$ cat src/spc_pkg.sv
package spc_pkg;

	localparam int MaxVerts = 8;
	localparam int IdxW = $clog2(MaxVerts);
	localparam int CntW = $clog2(MaxVerts + 1);

	localparam logic [1:0] ACT_LOAD_A = 2'd0;
	localparam logic [1:0] ACT_LOAD_B = 2'd1;
	localparam logic [1:0] ACT_TEST   = 2'd2;
	localparam logic [1:0] ACT_NOP    = 2'd3;

	typedef struct packed {
		logic [1:0]         action;
		logic signed [15:0] coord_x;
		logic signed [15:0] coord_y;
	} in_item_t;

	typedef struct packed {
		logic               collided;
		logic signed [15:0] push_x;
		logic signed [15:0] push_y;
	} out_item_t;

	// controller -> datapath
	typedef struct packed {
		logic            load_a;
		logic            load_b;
		logic            clear;
		logic            edge_start;
		logic            use_b;
		logic [IdxW-1:0] edge_idx;
		logic            sqrt_start;
		logic            div_start;
		logic            proj_start;
		logic            proj_step;
		logic            proj_b;
		logic [IdxW-1:0] proj_idx;
		logic            axis_eval;
		logic            sum_step;
		logic            sum_b;
		logic [IdxW-1:0] sum_idx;
		logic            dir_calc;
		logic            push_calc;
		logic            push_fin;
	} dp_cmd_t;

	// datapath -> controller
	typedef struct packed {
		logic [CntW-1:0] count_a;
		logic [CntW-1:0] count_b;
		logic            edge_zero;
		logic            sqrt_done;
		logic            div_done;
		logic            separated;
		logic            have;
	} dp_stat_t;

endpackage

$ cat src/spc_ctrl.sv
module spc_ctrl (
	input  logic                clk,
	input  logic                arst_n,
	input  logic                in_valid,
	output logic                in_ready,
	input  logic [1:0]          in_action,
	output logic                out_valid,
	input  logic                out_ready,
	input  spc_pkg::dp_stat_t   stat,
	output spc_pkg::dp_cmd_t    cmd
);
	localparam logic [3:0] S_IDLE = 4'd0;
	localparam logic [3:0] S_EDGE = 4'd1;
	localparam logic [3:0] S_CHK  = 4'd2;
	localparam logic [3:0] S_SQRT = 4'd3;
	localparam logic [3:0] S_DIV  = 4'd4;
	localparam logic [3:0] S_PINI = 4'd5;
	localparam logic [3:0] S_PROJ = 4'd6;
	localparam logic [3:0] S_EVAL = 4'd7;
	localparam logic [3:0] S_NEXT = 4'd8;
	localparam logic [3:0] S_SUM  = 4'd9;
	localparam logic [3:0] S_DIR  = 4'd10;
	localparam logic [3:0] S_PUSH = 4'd11;
	localparam logic [3:0] S_FIN  = 4'd12;
	localparam logic [3:0] S_OUT  = 4'd13;
	localparam logic [3:0] S_CLR  = 4'd14;

	logic [3:0] state_q;
	logic pass_q, pb_q, sb_q;
	logic [spc_pkg::IdxW-1:0] ei_q, pi_q, si_q;
	logic [spc_pkg::CntW-1:0] pn, sn, en;

	assign en = pass_q ? stat.count_b : stat.count_a;
	assign pn = pb_q ? stat.count_b : stat.count_a;
	assign sn = sb_q ? stat.count_b : stat.count_a;
	assign in_ready  = (state_q == S_IDLE);
	assign out_valid = (state_q == S_OUT);

	always_comb begin
		cmd = '0;
		cmd.use_b    = pass_q;
		cmd.edge_idx = ei_q;
		cmd.proj_b   = pb_q;
		cmd.proj_idx = pi_q;
		cmd.sum_b    = sb_q;
		cmd.sum_idx  = si_q;
		cmd.load_a = in_valid && in_ready && in_action == spc_pkg::ACT_LOAD_A;
		cmd.load_b = in_valid && in_ready && in_action == spc_pkg::ACT_LOAD_B;
		unique case (state_q)
			S_EDGE: cmd.edge_start = 1'b1;
			S_CHK:  cmd.sqrt_start = !stat.edge_zero;
			S_SQRT: cmd.div_start = stat.sqrt_done;
			S_PINI: cmd.proj_start = 1'b1;
			S_PROJ: cmd.proj_step = 1'b1;
			S_EVAL: cmd.axis_eval = 1'b1;
			S_SUM:  cmd.sum_step = 1'b1;
			S_DIR:  cmd.dir_calc = 1'b1;
			S_PUSH: cmd.push_calc = 1'b1;
			S_FIN:  cmd.push_fin = 1'b1;
			// empty both polygons as the result transaction leaves
			S_OUT:  cmd.clear = out_ready;
			S_CLR:  cmd.clear = 1'b1;
			default: ;
		endcase
	end

	always_ff @(posedge clk or negedge arst_n) begin
		if (!arst_n) begin
			state_q <= S_IDLE;
			pass_q <= 1'b0; pb_q <= 1'b0; sb_q <= 1'b0;
			ei_q <= '0; pi_q <= '0; si_q <= '0;
		end else begin
			unique case (state_q)
				S_IDLE: if (in_valid && in_action == spc_pkg::ACT_TEST) begin
					pass_q <= 1'b0;
					ei_q <= '0;
					state_q <= (stat.count_a == '0 || stat.count_b == '0) ? S_CLR : S_EDGE;
				end
				S_EDGE: state_q <= S_CHK;
				S_CHK:  state_q <= stat.edge_zero ? S_NEXT : S_SQRT;
				S_SQRT: if (stat.sqrt_done) state_q <= S_DIV;
				S_DIV:  if (stat.div_done) state_q <= S_PINI;
				S_PINI: begin
					pb_q <= 1'b0; pi_q <= '0; state_q <= S_PROJ;
				end
				S_PROJ: begin
					if ({1'b0, pi_q} + 1'b1 == pn) begin
						pi_q <= '0;
						if (pb_q) state_q <= S_EVAL;
						else pb_q <= 1'b1;
					end else pi_q <= pi_q + 1'b1;
				end
				S_EVAL: state_q <= S_NEXT;
				S_NEXT: begin
					pb_q <= 1'b0;
					if (stat.separated) state_q <= S_CLR;
					else if ({1'b0, ei_q} + 1'b1 == en) begin
						ei_q <= '0;
						if (pass_q) begin
							sb_q <= 1'b0; si_q <= '0;
							state_q <= stat.have ? S_SUM : S_FIN;
						end else begin
							pass_q <= 1'b1; state_q <= S_EDGE;
						end
					end else begin
						ei_q <= ei_q + 1'b1; state_q <= S_EDGE;
					end
				end
				S_SUM: begin
					if ({1'b0, si_q} + 1'b1 == sn) begin
						si_q <= '0;
						if (sb_q) state_q <= S_DIR;
						else sb_q <= 1'b1;
					end else si_q <= si_q + 1'b1;
				end
				S_DIR:  state_q <= S_PUSH;
				S_PUSH: state_q <= S_FIN;
				S_FIN:  state_q <= S_OUT;
				S_OUT:  if (out_ready) state_q <= S_IDLE;
				S_CLR:  state_q <= S_OUT;
				default: state_q <= S_IDLE;
			endcase
		end
	end
endmodule

$ cat config.mk
export PLATFORM = sky130hd
export DESIGN_NAME = spc_ctrl
export DESIGN_NICKNAME = d
export VERILOG_FILES = /design/src/spc_pkg.sv /design/src/spc_ctrl.sv
export SDC_FILE = /design/constraint.sdc
export NUM_CORES = 1
export LEC_CHECK = 0
export BUFFER_PORTS_ARGS = -buffer_cell sky130_fd_sc_hd__clkbuf_2
export CORE_ASPECT_RATIO = 0.75
export CORE_MARGIN = 5
export CORE_UTILIZATION = 51
export DETAILED_ROUTE_END_ITERATION = 7
export PLACE_DENSITY = 0.8
export SETUP_SLACK_MARGIN = 0.1
export SLEW_MARGIN = 0
export SYNTH_ARGS = -nofsm -noshare
export SYNTH_HDL_FRONTEND = slang
export SYNTH_SLANG_ARGS = --single-unit
$ cat constraint.sdc
create_clock -name clk -period 2.8 [get_ports clk]
set_input_delay 0.28 -clock clk [delete_from_list [all_inputs] [get_ports clk]]
set_output_delay 0.28 -clock clk [all_outputs]
set_load 0.01 [all_outputs]
==> out/results.txt <==
initial antenna violation count -> 0
Setup WS pre-CTS -> 0.476 ns
Leakage -> 0.817 nW
FF+latch count, synth -> 16
crit path capture type -> flop
Switch Pwr -> 0.908 mW
CTS tree -> yes
worst skew pair latency -> 0.25 ns
GPL Wtd Cong -> 0.842
Buffers on Ports -> 45
EDFF count, synth -> 0
Max FO, Critical Path -> 6
post-DP HPWL -> 2970 microns
Antenna Cells -> 0
initial core utilization -> 54.5%
pin count of the biggest net entering global routing -> 19
commonest non-fill, non-tap cell in the layout -> clkbuf_2
post-synthesis cell area -> 1450 sq um
Pint -> 0.997 mW
most frequent cells in the layout -> clkbuf_2, dfrtp_1, mux2i_1
Worst setup SP type -> flop
Layout fillers -> 212
TNS Setup -> 0 ns
unrepaired setup endpoints after global routing -> false
Data arrival, critical path -> 2.51 ns
clock share of power -> 9.1%
Cell variety after synth -> 36
worst-margin pin slew -> 0.550 ns
Final period util -> 84.6%
DR pass1 iterations -> 4
main flop type after synthesis -> dfrtp_1
vias in the first global route -> 1,367
final hold vios -> 0
Crit path required time -> 2.94 ns
Tmin final -> 2.37 ns
combinational power share -> 60.8%
Crit Path Category -> reg -> reg
switch share -> 47.7%
Wirelength per Cell -> 15.1 microns
Total Power -> 1.91 mW
CTS clk-pin slew, worst paths -> 0.07 ns
Worst VDD drop -> 0.000539 V
Post-Synthesis Cells -> 172
PostCTS Resize Cnt -> 0
first-pass GRT wire length -> 6310 microns
Reg power frac -> 30.2%
Antenna Violating Nets Remaining -> 0
Die ar. -> 4020 sq um
post-synthesis net count -> 194
status -> complete, no violations
IO Pins -> 46
Seq/Total Area, Yosys -> 27.6%
Nets -> 235
Die Width -> 71.6 microns
asr flop ratio synth -> 100%
core area -> 2660 sq um
CTS sink cnt -> 16
P per Cell Area -> 1110 nW/um^2
clock root buffer -> clkbuf_8
share of layout cells above drive strength 1 -> 28.4%
Max-Cap Viols -> 0
total congestion overflow -> 0
Reg area -> 400 sq um
footprint of the multi-input gates -> 938 sq um
total CTS buffers -> 3
CTS HTree Levels -> 1
worst hold margin -> 0.372 ns
Rel. slew slack -> 63.0%
fmax -> 0.422 GHz
drt total wl -> 3720 microns
yosys warns -> 0
num rows -> 16
Setup-failing EPs final -> 0
mean post-synth cell area -> 8.43 sq um
Setup Skew -> 0.00772 ns
worst setup margin -> 0.430 ns
worst hold path type -> in -> reg
CTS Buffer Depth -> 2
Final Max Tran Viols -> 0
DRC viols -> 0
Area growth syn-to-layout -> 18.4%
Die Height -> 56.2 microns
Via density -> 5.81
DR vias -> 1,434
initial detailed-routing violation count -> 142
Tot GR Track Use -> 19.1%
-- timing repair --
| action | 4_1_cts | 5_1_grt |
|---|---|---|
| buffers inserted | 0 | 0 |
| hold buffers | 1 | 0 |
| hold endpoints to repair | 16 | 0 |
-- synth_stat cells (all sizes together), types with 3 or more instances --
| library cell | number | area, sq um |
|---|---|---|
| nor2 | 12 | 45.0 |
| buf | 7 | 55.1 |
| or3 | 3 | 18.8 |
| nand2 | 11 | 41.3 |
| nor3 | 3 | 15.0 |
| dfrtp | 16 | 400 |
| xor2 | 5 | 43.8 |
| o21ai | 13 | 65.1 |
| xnor2 | 10 | 87.6 |
| o31ai | 6 | 45.0 |
| mux2i | 15 | 150 |
| nand2b | 4 | 25.0 |
| mux2 | 5 | 67.6 |
| ha | 3 | 37.5 |
| nor4 | 6 | 52.6 |
| nand3 | 5 | 25.0 |
| a21oi | 11 | 55.1 |
| clkbuf | 6 | 22.5 |
| nor3b | 3 | 22.5 |
| or2 | 3 | 18.8 |
| inv | 9 | 33.8 |
-- logic make-up (layout without fill, tap and decap cells) --
kind of cell	count (synthesis)	count (layout)	synth area share, %
AO/OA/AOI/OAI	39	39	16.3
XOR/XNOR	15	15	9.06
adder cells (fa/ha/maj)	3	3	2.59
buffers and inverters	22	61	7.68
flip-flops	16	16	27.6
multiplexers	20	20	15.0
AND/OR/NAND/NOR	57	57	21.7
-- power groups by stage --
stage	Combinational, mW	Sequential, mW	Clock [mW]
after floorplan	1.00	0.458	0
after global placement	1.11	0.558	0
after detailed placement	1.15	0.572	0
after CTS	1.16	0.569	0.174
after global routing	1.27	0.602	0.188
final	1.16	0.575	0.173
-- through the flow --
| step | instances | area, sq um | utilization [%] |
|---|---|---|---|
| 6_report | 247 | 1720 | 64.5 |
| 5_1_grt | 247 | 1720 | 64.5 |
| 4_1_cts | 247 | 1720 | 64.5 |
| 3_5_place_dp | 243 | 1670 | 62.5 |
| 3_3_place_gp | 243 | 1670 | 62.5 |
| 2_1_floorplan | 172 | 1450 | - |
-- flip-flops by register name, indices dropped and copies added, names as in the netlist --
name / flops
pass_q: 1
si_q: 3
ei_q: 3
state_q: 4
sb_q: 1
pb_q: 1
pi_q: 3
-- critical path, stage by stage (launching register included) --
cell     delay [ns]
dfrtp_1        0.44
ha_1           0.27
xor2_1         0.18
xnor2_1        0.17
nor4_4         0.27
a21oi_1        0.12
or3_1          0.46
mux2_4         0.35
-- routing by layer --
metal  GRT usage (%)  wire length (microns)  share of wire, %
met1            26.2                   1600                43
met2            30.6                   1790                48
met3            4.87                    308               8.3
met4            3.22                     22              0.59
met5               0                      0                 0
-- worst paths after layout --
check	depth (start not counted)	start	slack [ns]	endpoint
max	7	si_q[0]$_DFFE_PN0P_	0.43	state_q[3]$_DFFE_PN0P_
min	3	in_action[0]	0.37	pass_q$_DFFE_PN0P_
max reg2reg	7	si_q[0]$_DFFE_PN0P_	0.43	state_q[3]$_DFFE_PN0P_
min reg2reg	1	pi_q[2]$_DFFE_PN0P_	0.56	pi_q[2]$_DFFE_PN0P_
max in group asynchronous	2	arst_n	2.02	ei_q[1]$_DFFE_PN0P_
min in group asynchronous	2	arst_n	0.48	state_q[2]$_DFFE_PN0P_
-- cell type report --
| cell class | count | share of cell area (%) |
|---|---|---|
| Tap cell | 36 | 2.62 |
| Inverter | 9 | 1.97 |
| Clock buffer | 3 | 2.41 |
| Timing Repair Buffer | 49 | 15.0 |
| Sequential cell | 16 | 23.3 |
| Multi-Input combinational cell | 134 | 54.7 |
Power figures use the tool's default switching activity.
